File: config.mk
export PLATFORM = sky130hd
export DESIGN_NAME = adpcm_block_decoder_flat
export DESIGN_NICKNAME = d
export VERILOG_FILES = /design/src/abd_pkg.sv /design/src/abd_if.sv /design/src/abd_nib_dec.sv /design/src/abd_out_stage.sv /design/src/adpcm_block_decoder.sv /design/src/flat_wrapper.sv
export SDC_FILE = /design/constraint.sdc
export NUM_CORES = 1
export LEC_CHECK = 0
export ABC_CLOCK_PERIOD_IN_PS = 20300
export BUFFER_PORTS_ARGS = -buffer_cell sky130_fd_sc_hd__buf_2
export CAP_MARGIN = 20
export CORE_MARGIN = 10
export CORE_UTILIZATION = 50
export DETAILED_ROUTE_END_ITERATION = 10
export MAX_ROUTING_LAYER = met4
export PLACE_DENSITY = 0.66
export RECOVER_POWER = 50
export SYNTH_ARGS = -nofsm -noshare
export SYNTH_HDL_FRONTEND = slang
export SYNTH_SLANG_ARGS = --single-unit
File: constraint.sdc
create_clock -name clock -period 20.3 [get_ports clock]
set_clock_uncertainty 0.1 [all_clocks]
set_input_delay 4.06 -clock clock [delete_from_list [all_inputs] [get_ports clock]]
set_output_delay 4.06 -clock clock [all_outputs]
set_load 0.02 [all_outputs]
File: src/abd_pkg.sv
// Shared types, constants and coefficient tables for the ADPCM block decoder.
package abd_pkg;

   localparam int unsigned POS_W    = 4;
   localparam int unsigned SAMPLE_W = 16;
   localparam int unsigned COEF_W   = 8;

   localparam logic [POS_W-1:0] POS_HEADER = 4'd0;
   localparam logic [POS_W-1:0] POS_FLAGS  = 4'd1;

   localparam logic [3:0] BIG_SHIFT  = 4'd12;
   localparam logic [2:0] FILTER_MAX = 3'd4;

   localparam logic signed [20:0] SAT_MAX = 21'sd32767;
   localparam logic signed [20:0] SAT_MIN = -21'sd32768;

   typedef logic signed [SAMPLE_W-1:0] sample_type;
   typedef logic signed [COEF_W-1:0]   coef_type;

   typedef struct packed {
      logic [3:0] shift;
      logic [2:0] filter;
   } blk_hdr_type;

   // Weight of the newest sample, per filter
   function automatic coef_type coef_a(input logic [2:0] filter);
      coef_type k;
      case (filter)
         3'd0:    k = 8'sd0;
         3'd1:    k = 8'sd60;
         3'd2:    k = 8'sd115;
         3'd3:    k = 8'sd98;
         default: k = 8'sd122;
      endcase
      return k;
   endfunction

   // Weight of the older sample, per filter
   function automatic coef_type coef_b(input logic [2:0] filter);
      coef_type k;
      case (filter)
         3'd0:    k = 8'sd0;
         3'd1:    k = 8'sd0;
         3'd2:    k = -8'sd52;
         3'd3:    k = -8'sd55;
         default: k = -8'sd60;
      endcase
      return k;
   endfunction

endpackage

File: src/abd_if.sv
// Valid/ready channel interfaces for the byte input and the sample output.
interface abd_req_if;
   logic       valid;
   logic       ready;
   logic [7:0] data_byte;
   logic       stream_start;

   modport source (output valid, output data_byte, output stream_start, input ready);
   modport sink   (input valid, input data_byte, input stream_start, output ready);
endinterface

interface abd_rsp_if;
   logic                valid;
   logic                ready;
   abd_pkg::sample_type sample;
   logic                last_of_byte;

   modport source (output valid, output sample, output last_of_byte, input ready);
   modport sink   (input valid, input sample, input last_of_byte, output ready);
endinterface

File: src/abd_nib_dec.sv
// Single-nibble decoder: scale, shift, add the filtered prediction, saturate.
module abd_nib_dec (
   input  logic [3:0]           nibble,
   input  abd_pkg::blk_hdr_type hdr,
   input  abd_pkg::sample_type  hist_one,
   input  abd_pkg::sample_type  hist_two,
   output abd_pkg::sample_type  sample
);

   logic signed [15:0] scaled;
   logic signed [15:0] shifted;
   abd_pkg::coef_type  k_a;
   abd_pkg::coef_type  k_b;
   logic signed [23:0] prod_a;
   logic signed [23:0] prod_b;
   logic signed [25:0] pred_sum;
   logic signed [19:0] pred;
   logic signed [20:0] total;

   always_comb begin
      scaled = $signed({nibble, 12'b0});
      // large shifts leave only the sign
      if (hdr.shift > abd_pkg::BIG_SHIFT) begin
         shifted = {16{nibble[3]}};
      end else begin
         shifted = scaled >>> hdr.shift;
      end
      k_a      = abd_pkg::coef_a(hdr.filter);
      k_b      = abd_pkg::coef_b(hdr.filter);
      prod_a   = hist_one * k_a;
      prod_b   = hist_two * k_b;
      pred_sum = 26'(prod_a) + 26'(prod_b) + 26'sd32;
      pred     = 20'(pred_sum >>> 6);
      total    = 21'(shifted) + 21'(pred);
      if (total > abd_pkg::SAT_MAX) begin
         sample = 16'sh7FFF;
      end else if (total < abd_pkg::SAT_MIN) begin
         sample = -16'sh8000;
      end else begin
         sample = 16'(total);
      end
   end

endmodule

File: src/abd_out_stage.sv
// Output register for decoded samples, loadable whenever empty or being drained.
module abd_out_stage (
   input  logic                clock,
   input  logic                reset,
   input  logic                load,
   input  abd_pkg::sample_type load_sample,
   input  logic                load_last,
   output logic                can_load,
   abd_rsp_if.source           rsp_ch
);

   logic                valid_ff;
   logic                valid_in;
   abd_pkg::sample_type sample_ff;
   logic                last_ff;

   assign can_load = !valid_ff || rsp_ch.ready;
   assign valid_in = load || (valid_ff && !rsp_ch.ready);

   always_ff @(posedge clock) begin
      if (reset) begin
         valid_ff <= 1'b0;
      end else begin
         valid_ff <= valid_in;
      end
   end

   always_ff @(posedge clock) begin
      if (load) begin
         sample_ff <= load_sample;
         last_ff   <= load_last;
      end
   end

   assign rsp_ch.valid        = valid_ff;
   assign rsp_ch.sample       = sample_ff;
   assign rsp_ch.last_of_byte = last_ff;

endmodule

File: src/adpcm_block_decoder.sv
// ADPCM block decoder: 16-byte blocks in, two 16-bit samples per data byte out.
// Each accepted byte sits in one input register. Header and flags bytes leave
// it without waiting on the output; each data byte stays there for both nibbles,
// since the single nibble decoder feeds its result back as history for the next
// nibble. An unstalled 16-byte block therefore yields 28 samples at one per
// cycle; a sample is registered in the output stage and appears there in the
// cycle after its nibble is decoded. A new byte is taken in the cycle its predecessor finishes.
module adpcm_block_decoder (
   input  logic      clock,
   input  logic      reset,
   abd_req_if.sink   req_ch,
   abd_rsp_if.source rsp_ch
);

   logic                           hold_valid_ff, hold_valid_in;
   logic [7:0]                     hold_byte_ff;
   logic                           hold_start_ff;
   logic                           phase_ff, phase_in;
   logic [abd_pkg::POS_W-1:0]      pos_ff, pos_in;
   abd_pkg::blk_hdr_type           hdr_ff, hdr_in;
   abd_pkg::sample_type            hist_one_ff, hist_one_in;
   abd_pkg::sample_type            hist_two_ff, hist_two_in;

   logic [abd_pkg::POS_W-1:0]      pos_cur;
   logic                           is_header;
   logic                           is_data;
   logic [3:0]                     nibble;
   abd_pkg::sample_type            dec_sample;
   logic                           out_can_load;
   logic                           emit;
   logic                           hold_done;
   logic                           accept;

   // stream start always restarts the block at the header
   assign pos_cur   = hold_start_ff ? abd_pkg::POS_HEADER : pos_ff;
   assign is_header = (pos_cur == abd_pkg::POS_HEADER);
   assign is_data   = !is_header && (pos_cur != abd_pkg::POS_FLAGS);
   assign nibble    = phase_ff ? hold_byte_ff[7:4] : hold_byte_ff[3:0];

   assign emit      = hold_valid_ff && is_data && out_can_load;
   assign hold_done = hold_valid_ff && (!is_data || (emit && phase_ff));
   assign accept    = req_ch.valid && req_ch.ready;

   assign req_ch.ready = !hold_valid_ff || hold_done;

   abd_nib_dec u_nib_dec (
      .nibble   (nibble),
      .hdr      (hdr_ff),
      .hist_one (hist_one_ff),
      .hist_two (hist_two_ff),
      .sample   (dec_sample)
   );

   abd_out_stage u_out_stage (
      .clock       (clock),
      .reset       (reset),
      .load        (emit),
      .load_sample (dec_sample),
      .load_last   (phase_ff),
      .can_load    (out_can_load),
      .rsp_ch      (rsp_ch)
   );

   always_comb begin
      hold_valid_in = accept || (hold_valid_ff && !hold_done);
      phase_in      = phase_ff;
      pos_in        = pos_ff;
      hdr_in        = hdr_ff;
      hist_one_in   = hist_one_ff;
      hist_two_in   = hist_two_ff;
      if (hold_done) begin
         pos_in = pos_cur + 4'd1;
      end
      if (hold_valid_ff && is_header) begin
         hdr_in.shift  = hold_byte_ff[3:0];
         hdr_in.filter = (hold_byte_ff[6:4] > abd_pkg::FILTER_MAX) ?
                         abd_pkg::FILTER_MAX : hold_byte_ff[6:4];
         if (hold_start_ff) begin
            hist_one_in = '0;
            hist_two_in = '0;
         end
      end
      if (emit) begin
         hist_two_in = hist_one_ff;
         hist_one_in = dec_sample;
         phase_in    = !phase_ff;
      end
   end

   always_ff @(posedge clock) begin
      if (reset) begin
         hold_valid_ff <= 1'b0;
         phase_ff      <= 1'b0;
         pos_ff        <= abd_pkg::POS_HEADER;
         hdr_ff        <= '0;
         hist_one_ff   <= '0;
         hist_two_ff   <= '0;
      end else begin
         hold_valid_ff <= hold_valid_in;
         phase_ff      <= phase_in;
         pos_ff        <= pos_in;
         hdr_ff        <= hdr_in;
         hist_one_ff   <= hist_one_in;
         hist_two_ff   <= hist_two_in;
      end
   end

   always_ff @(posedge clock) begin
      if (accept) begin
         hold_byte_ff  <= req_ch.data_byte;
         hold_start_ff <= req_ch.stream_start;
      end
   end

`ifndef NO_ASSERTIONS
   a_filter_limited: assert property (@(posedge clock) disable iff (reset)
      hdr_ff.filter <= abd_pkg::FILTER_MAX)
      else $error("latched filter beyond the last table entry");

   a_phase_on_data: assert property (@(posedge clock) disable iff (reset)
      phase_ff |-> (pos_ff != abd_pkg::POS_HEADER && pos_ff != abd_pkg::POS_FLAGS))
      else $error("second nibble pending outside the data bytes");

   a_start_clears: assert property (@(posedge clock) disable iff (reset)
      (hold_done && is_header && hold_start_ff) |=>
      (hist_one_ff == '0 && hist_two_ff == '0 && pos_ff == abd_pkg::POS_FLAGS))
      else $error("stream start did not clear history");

   a_last_flag: assert property (@(posedge clock) disable iff (reset)
      emit |=> (rsp_ch.valid && rsp_ch.last_of_byte == $past(phase_ff)))
      else $error("sample order flag does not follow the nibble");
`endif

endmodule
File: src/flat_wrapper.sv
// flat-port wrapper written by rule: the top's interface ports become plain ports
module adpcm_block_decoder_flat 
  (clock, reset, req_ch_valid, req_ch_data_byte, req_ch_stream_start, req_ch_ready, rsp_ch_valid, rsp_ch_sample, rsp_ch_last_of_byte, rsp_ch_ready);
  abd_req_if req_ch_i ();
  abd_rsp_if rsp_ch_i ();
  input  logic clock;
  input  logic reset;
  input wire logic [$bits(req_ch_i.valid)-1:0] req_ch_valid;
  input wire logic [$bits(req_ch_i.data_byte)-1:0] req_ch_data_byte;
  input wire logic [$bits(req_ch_i.stream_start)-1:0] req_ch_stream_start;
  output wire logic [$bits(req_ch_i.ready)-1:0] req_ch_ready;
  output wire logic [$bits(rsp_ch_i.valid)-1:0] rsp_ch_valid;
  output wire logic [$bits(rsp_ch_i.sample)-1:0] rsp_ch_sample;
  output wire logic [$bits(rsp_ch_i.last_of_byte)-1:0] rsp_ch_last_of_byte;
  input wire logic [$bits(rsp_ch_i.ready)-1:0] rsp_ch_ready;
  assign req_ch_i.valid = req_ch_valid;
  assign req_ch_i.data_byte = req_ch_data_byte;
  assign req_ch_i.stream_start = req_ch_stream_start;
  assign req_ch_ready = req_ch_i.ready;
  assign rsp_ch_valid = rsp_ch_i.valid;
  assign rsp_ch_sample = rsp_ch_i.sample;
  assign rsp_ch_last_of_byte = rsp_ch_i.last_of_byte;
  assign rsp_ch_i.ready = rsp_ch_ready;
  adpcm_block_decoder u_core (.clock(clock), .reset(reset), .req_ch(req_ch_i), .rsp_ch(rsp_ch_i));
endmodule
==> impl_results.md, run 1 <==
- Outcome: complete, but fails checks
- Failing checks: capacitance limit, slew limit
- Fmax: 90.4 MHz
- Crit path DAT: 11240 ps
- Synthesis-to-layout area growth: 6.36%
- EDFF count, synth: 26
- Resized cells post-CTS: 0
- Die ar.: 0.0300 mm^2
- Synth Net Count: 1615
- Max-cap violations: 2
- CTS tree: built
- Grt ovf: 0
- Num rows: 56
- Switching power share of the total: 34.6%
- Via density: 5.32
- CP startpoint kind: register
- Htree depth: 3
- Synth Instances: 1287
- GR Util met1: 26.0%
- Lkg Pwr: 6.18 nW
- Slew @ Worst Pin: 2400 ps
- Vias post-DR: 8607
- Filler cell count: 2177
- Synth async-reset ratio: 0%
- R2R Path End: u_core.hist_one_ff[4]
- Worst ir drop on vdd: 0.0000433 V
- WHS Path Cells: 2
- Total internal power: 316 uW
- Setup TNS: 0 ps
- Hold_ws: 395 ps
- Placer Congestion: 0.897
- Clk pwr share: 38.2%
- Remaining antenna violation count: 0
- HPWL Detailed: 22800 um
- Final WL: 28200 um
- Synthesized area: 0.0118 mm^2
- PwrDens: 38.7 mW/mm^2
- DRC: 0
- CTS Buffer Depth: 2
- Critical path type: reg2reg
- Worst R2R Setup Slack: 9240 ps
- CTS buffer count: 9
- Share of layout cells above drive strength 1: 4.70%
- Most Used Layer, Global Route: met2
- # diodes: 0
- CTS sink count: 72
- Hold Vio Cnt, Final: 0
- Initial DRC Count: 557
- Min-Delay Startpoint: u_core.hdr_ff[1]
- I/O pins: 32
- Crit path max fanout: 27
- Final setup viols: 0
- Met3 Use GR: 3.31%
- Vias in the first global route: 8999
- CTS Hold Bufs: 0
- Die height: 173 um
- RSZ-0062 raised after global routing: no
- Post-synthesis register bit count: 72
- WL per Instance: 17.4 um
- Required @ worst endpoint: 20480 ps
- Net Switching: 168 uW
- Slew margin rel.: -60.0%
- Core area: 0.0233 mm^2
- CP Capture Type: register
- Worst hold path class: reg2reg
- Yosys cell types: 59
- Syn_area_per_cell: 9.13 um^2
- FF-to-FF Start: u_core.hdr_ff[2]
- Skew-Pair Late Insertion Delay: 350 ps
- Reg power frac: 33.3%
- First-pass GRT wire length: 47200 um
- Clock-pin slew on the worst setup and hold paths: 60 ps
- Gate power share: 28.5%
- Initial antenna violation count: 0
- Crit path max-delay cell type: nor2_1
- Worst path max stage delay: 860 ps
- Final period util: 54.5%
- Clk Tree Root Cell: clkbuf_16
- Worst-case reg-to-reg path depth: 32
- Max Transition Viols Final: 75
- Net count, final: 1621
- Most used DFF post-synth: dfxtp_1
- Most Frequent Cell on Critical Path: fa_1
- # Post-CTS Setup Buffers: 0
- Iteration count of the initial detailed-routing pass: 5
- Minimum clock period: 11060 ps
- Worst Hold Endpoint: u_core.hdr_ff[1]
- Initial Utilization: 50.4%
- I/O Buffers: 31
- Register area share after synthesis: 14.5%
- GR Util met2: 32.2%
- Total GRT Usage: 20.0%
- Pin count of the biggest net entering global routing: 40
- Die width: 173 um
- Synth warnings: 0
## cell families (layout without fill, tap and decap cells)
logic type	Yosys count	after routing	share of synthesized area, %
simple gates	365	365	15.9
compound gates	177	177	10.4
flops	72	72	14.5
buf+inv	311	322	10.0
xor+xnor	36	36	2.68
mux	11	11	0.980
fa+ha+maj	315	315	45.5
## power by group through the flow
stage	combinational [mW]	sequential, mW	clock [mW]
2_1_floorplan	0.102	0.162	0
3_3_place_gp	0.135	0.164	0
3_5_place_dp	0.136	0.164	0
4_1_cts	0.138	0.161	0.188
5_1_grt	0.154	0.162	0.194
6_report	0.138	0.161	0.185
## through the flow
stage                     area (um^2)  total power, mW  worst slack, ps  util [%]  cells
after floorplan                 11800            0.264            11090         -   1287
after global placement          12200            0.299             9750      52.3   1601
after detailed placement        12200            0.300             9330      52.3   1601
after CTS                       12500            0.487             9300      53.7   1617
after global routing            12500            0.510             8550      53.6   1617
final                           12500            0.484             9240      53.6   1617
## final cells by class
type	instances	area, um^2	area share (%)
multi-input combinational	904	8890	71.1
sequential	72	1700	13.6
inverter	271	1020	8.14
clock buffer	9	225	1.80
timing repair buffer	35	158	1.26
tap	319	399	3.19
clock inverter	7	108	0.861
## per-layer routing
metal	up-vias	share of wire, %
met5	-	0
li1	4100	-
met4	0	1.8
met1	4283	46
met2	187	48
met3	37	4.5
## placed cells by master (no fill, tap or decap), types with 3 or more instances in the layout
master     synthesis  final
a211oi_1           5      5
a21boi_0           5      5
a21o_1            10     10
a21oi_1           48     47
a221o_1           13     13
a22o_1             3      3
a22oi_1           19     19
a31oi_1            6      5
and2_1            71     71
and3_1            30     29
buf_2              1     12
buf_4              1      3
clkbuf_1          37     20
clkbuf_16          0      9
dfxtp_1           46     46
edfxtp_1          26     26
fa_1             187    187
ha_1             128    128
inv_1            270    270
mux2_2             4      4
mux2i_1            7      7
nand2_1           83     83
nand2b_1          16     16
nand3_1            8      8
nand4_1            4      4
nor2_1            84     84
nor2b_1           39     39
nor3_1             6      6
o211ai_1           8      8
o21a_1             3      3
o21ai_0           32     32
o21bai_1           3      3
o31ai_1            5      5
or2_2             12     12
or3_1              3      3
xnor2_1           27     27
xor2_1             9      9
## Yosys cell counts, types with 7 or more instances
| cell | instances | area [um^2] |
|---|---|---|
| inv_1 | 270 | 1010 |
| fa_1 | 187 | 3740 |
| ha_1 | 128 | 1600 |
| nor2_1 | 84 | 315 |
| nand2_1 | 83 | 312 |
| and2_1 | 71 | 444 |
| a21oi_1 | 48 | 240 |
| dfxtp_1 | 46 | 921 |
| nor2b_1 | 39 | 244 |
| clkbuf_1 | 37 | 139 |
| o21ai_0 | 32 | 160 |
| and3_1 | 30 | 188 |
| xnor2_1 | 27 | 236 |
| edfxtp_1 | 26 | 781 |
| a22oi_1 | 19 | 143 |
| nand2b_1 | 16 | 100 |
| a221o_1 | 13 | 130 |
| or2_2 | 12 | 75.1 |
| a21o_1 | 10 | 75.1 |
| xor2_1 | 9 | 78.8 |
| nand3_1 | 8 | 40.0 |
| o211ai_1 | 8 | 60.1 |
| mux2i_1 | 7 | 70.1 |
## sequential cells by signal, summed over array words and instances (netlist names), 4 cells and up
signal	flops
u_core.pos_ff	4
u_core.hold_byte_ff	8
u_core.hdr_ff	7
u_core.hist_one_ff	16
u_core.hist_two_ff	16
u_core.u_out_stage.rsp_ch.sample	16
## critical path: cells and delay by family, from the launching register on
kind | cells | cell delay, ps
xor gates and xnor gates | 1 | 80
and+or+nand+nor | 8 | 3420
buffers and inverters | 4 | 210
adders and majority gates | 8 | 3720
muxes | 1 | 320
DFF | 1 | 360
AOI/OAI and AO/OA | 10 | 2760
## worst max path at each step
| stage | startpoint | to | slack [ps] | cells past startpoint |
|---|---|---|---|---|
| after floorplan | rsp_ch_ready | req_ch_ready | 11090 | 6 |
| after global placement | u_core.hdr_ff[2] | u_core.hist_one_ff[14] | 9750 | 32 |
| after detailed placement | u_core.hdr_ff[1] | u_core.hist_one_ff[13] | 9330 | 32 |
| after CTS | u_core.hdr_ff[2] | u_core.hist_one_ff[4] | 9300 | 32 |
| after global routing | u_core.hdr_ff[1] | u_core.hist_one_ff[4] | 8550 | 32 |
| final | u_core.hdr_ff[2] | u_core.hist_one_ff[4] | 9240 | 32 |
No activity file was read; power rests on OpenSTA's default activity.
==> run 2, diff against run 1 <==
--- a/config.mk
+++ b/config.mk
@@ -5,14 +5,14 @@
 export SDC_FILE = /design/constraint.sdc
 export NUM_CORES = 1
 export LEC_CHECK = 0
-export ABC_CLOCK_PERIOD_IN_PS = 20300
+export ABC_CLOCK_PERIOD_IN_PS = 9310
 export BUFFER_PORTS_ARGS = -buffer_cell sky130_fd_sc_hd__buf_2
 export CAP_MARGIN = 20
 export CORE_MARGIN = 10
 export CORE_UTILIZATION = 50
 export DETAILED_ROUTE_END_ITERATION = 10
 export MAX_ROUTING_LAYER = met4
-export PLACE_DENSITY = 0.66
+export PLACE_DENSITY = 0.69
 export RECOVER_POWER = 50
 export SYNTH_ARGS = -nofsm -noshare
 export SYNTH_HDL_FRONTEND = slang
==> constraint.sdc (replaced) <==
create_clock -name clock -period 9.31 [get_ports clock]
set_clock_uncertainty 0.1 [all_clocks]
set_input_delay 1.862 -clock clock [delete_from_list [all_inputs] [get_ports clock]]
set_output_delay 1.862 -clock clock [all_outputs]
set_load 0.02 [all_outputs]
==> run 2 against run 1 <==
The flow still finishes with violations (capacitance limit, slew limit). Non-clock buffer count increased by 28. Register-to-register slack got worse by 9000 ps. Combinational power increased by 140%. Die area unchanged. Core utilization increased by 1.4 points. Critical endpoint is now u_core.hist_one_ff[3]. Largest power group unchanged.
==> impl_results.md, run 2 (synthesized netlist as in run 1, its figures left out) <==
- Outcome: complete, but fails checks
- Failing checks: capacitance limit, slew limit
- Clock-pin slew on the worst setup and hold paths: 60 ps (about the same)
- Minimum clock period: 9070 ps (-2000 ps)
- Num rows: 56 (unchanged)
- Required @ worst endpoint: 9440 ps (-11040 ps)
- Synthesis-to-layout area growth: 9.11%
- CTS tree: built
- CP Capture Type: register
- Worst hold path class: reg2reg
- Initial Utilization: 50.4% (unchanged)
- Setup crit end: u_core.hist_one_ff[3]
- Initial antenna violation count: 0 (unchanged)
- Die height: 173 um (unchanged)
- FF-to-FF Start: u_core.hdr_ff[1]
- WL per Instance: 17.0 um (-2.6%)
- Net count, final: 1649 (+1.7%)
- Htree depth: 3 (unchanged)
- Pin count of the biggest net entering global routing: 40 (unchanged)
- CTS Buffer Depth: 2 (unchanged)
- End-of-flow core utilization: 55.0% (+1.4 points)
- Crit path max-delay cell type: fa_1
- Share of layout cells above drive strength 1: 7.84% (+3.1 points)
- Remaining antenna violation count: 0 (unchanged)
- Lkg Pwr: 6.34 nW (+2.5%)
- DRC: 0 (unchanged)
- First-pass GRT wire length: 46300 um (-1.9%)
- Vias in the first global route: 8824 (-1.9%)
- CP startpoint kind: register
- Worst-case reg-to-reg path depth: 34 (+6.3%)
- Vias post-DR: 8774 (+1.9%)
- Most Frequent Cell on Critical Path: fa_1
- Final period util: 97.4% (+43 points)
- Fmax: 110 MHz (+22%)
- Max-cap violations: 1 (-1)
- Worst R2R Setup Slack: 240 ps (-8990 ps)
- Final WL: 27900 um (-0.92%)
- Final setup viols: 0 (unchanged)
- Initial DRC Count: 443 (-20%)
- Critical path type: reg2reg
- Die width: 173 um (unchanged)
- R2R Path End: u_core.hist_one_ff[3]
- Most common library cell in the layout ignoring fill and taps: inv_1
- Filler cell count: 2091 (-4.0%)
- PwrDens: 81.5 mW/mm^2 (+110%)
- Worst ir drop on vdd: 0.0000854 V (+97%)
- CTS sink count: 72 (unchanged)
- I/O pins: 32 (unchanged)
- Clk Tree Root Cell: clkbuf_16
- I/O Buffers: 31 (unchanged)
- Slew @ Worst Pin: 2410 ps (+8.38 ps)
- Worst path max stage delay: 550 ps (-310 ps)
- CTS Hold Bufs: 0 (unchanged)
- Hold_ws: 385 ps (-10.2 ps)
- Total GRT Usage: 19.3% (-0.70 points)
- Slew margin rel.: -60.5% (-0.56 points)
- Grt ovf: 0 (unchanged)
- Die ar.: 0.0300 mm^2 (unchanged)
- Max Transition Viols Final: 40 (-47%)
- HPWL Detailed: 22700 um (-0.66%)
- Hold Vio Cnt, Final: 0 (unchanged)
- Skew-Pair Late Insertion Delay: 350 ps (about the same)
- Iteration count of the initial detailed-routing pass: 5 (unchanged)
- Crit path DAT: 9200 ps (-2040 ps)
- Core area: 0.0233 mm^2 (unchanged)
- Via density: 5.33 (+0.21%)
- Most frequent cells in the layout: inv_1, fa_1, ha_1
- Critical path startpoint: u_core.hdr_ff[1]
- CTS buffer count: 9 (unchanged)
- Placer Congestion: 0.926 (+3.3%)
- Crit path max fanout: 26 (-3.7%)
- # diodes: 0 (unchanged)
## run 2: how the worst min path moves through the flow
stage / end / slack (ps) / start / cells past startpoint
after global routing: u_core.hdr_ff[1] / 410 / u_core.hdr_ff[1] / 2
after detailed placement: u_core.hdr_ff[1] / 380 / u_core.hdr_ff[1] / 2
after global placement: u_core.hdr_ff[1] / 370 / u_core.hdr_ff[1] / 2
final: u_core.hdr_ff[1] / 390 / u_core.hdr_ff[1] / 2
after floorplan: u_core.u_out_stage.rsp_ch.last_of_byte / 310 / u_core.phase_ff / 0
after CTS: u_core.hdr_ff[1] / 380 / u_core.hdr_ff[1] / 2
## run 2: worst max-delay path: cells and delay by family, from the launching register on
family | cells | cell delay [ps]
adder cells (fa/ha/maj) | 8 | 3540
AO/OA/AOI/OAI | 8 | 2080
AND/OR/NAND/NOR | 8 | 1450
buffers and inverters | 8 | 1020
multiplexers | 1 | 360
flip-flops | 1 | 330
XOR/XNOR | 1 | 70
## run 2: per-layer routing
metal | global-route usage, % | part of all wire [%]
met5 | - | 0
met2 | 30.9 | 49
met3 | 1.96 | 3.9
met4 | 4.53 | 1.3
met1 | 26.0 | 46
## run 2: final cells by class
cell class | instances | area [um^2] | share of cell area, %
clock buffers | 10 | 229 | 1.79
clock inverters | 6 | 68.8 | 0.537
inverters | 271 | 1020 | 7.93
multi-input cells | 904 | 8990 | 70.1
flip-flops and latches | 72 | 1700 | 13.3
well taps | 319 | 399 | 3.11
repair buffers | 63 | 418 | 3.26
## run 2: stage by stage
step	instance area (um^2)	cells	setup slack, ps	power, mW	setup TNS [ps]
after floorplan	11800	1287	434	0.576	0
after global placement	12400	1625	-23.5	0.665	-270
after detailed placement	12400	1625	-189	0.668	-2600
after CTS	12700	1642	105	1.03	0
after global routing	12800	1645	-61.6	1.09	-510
final	12800	1645	244	1.04	0
## run 2: power by group
part,switching (mW),internal [mW]
clock,0.153,0.209
sequential,0.0117,0.339
combinational,0.203,0.128
## run 2: what timing repair did
action	in CTS	in global routing
gates resized for setup	1	28
pin swaps	1	8
setup buffers	1	4
setup endpoints to repair	15	30
cloned	0	0
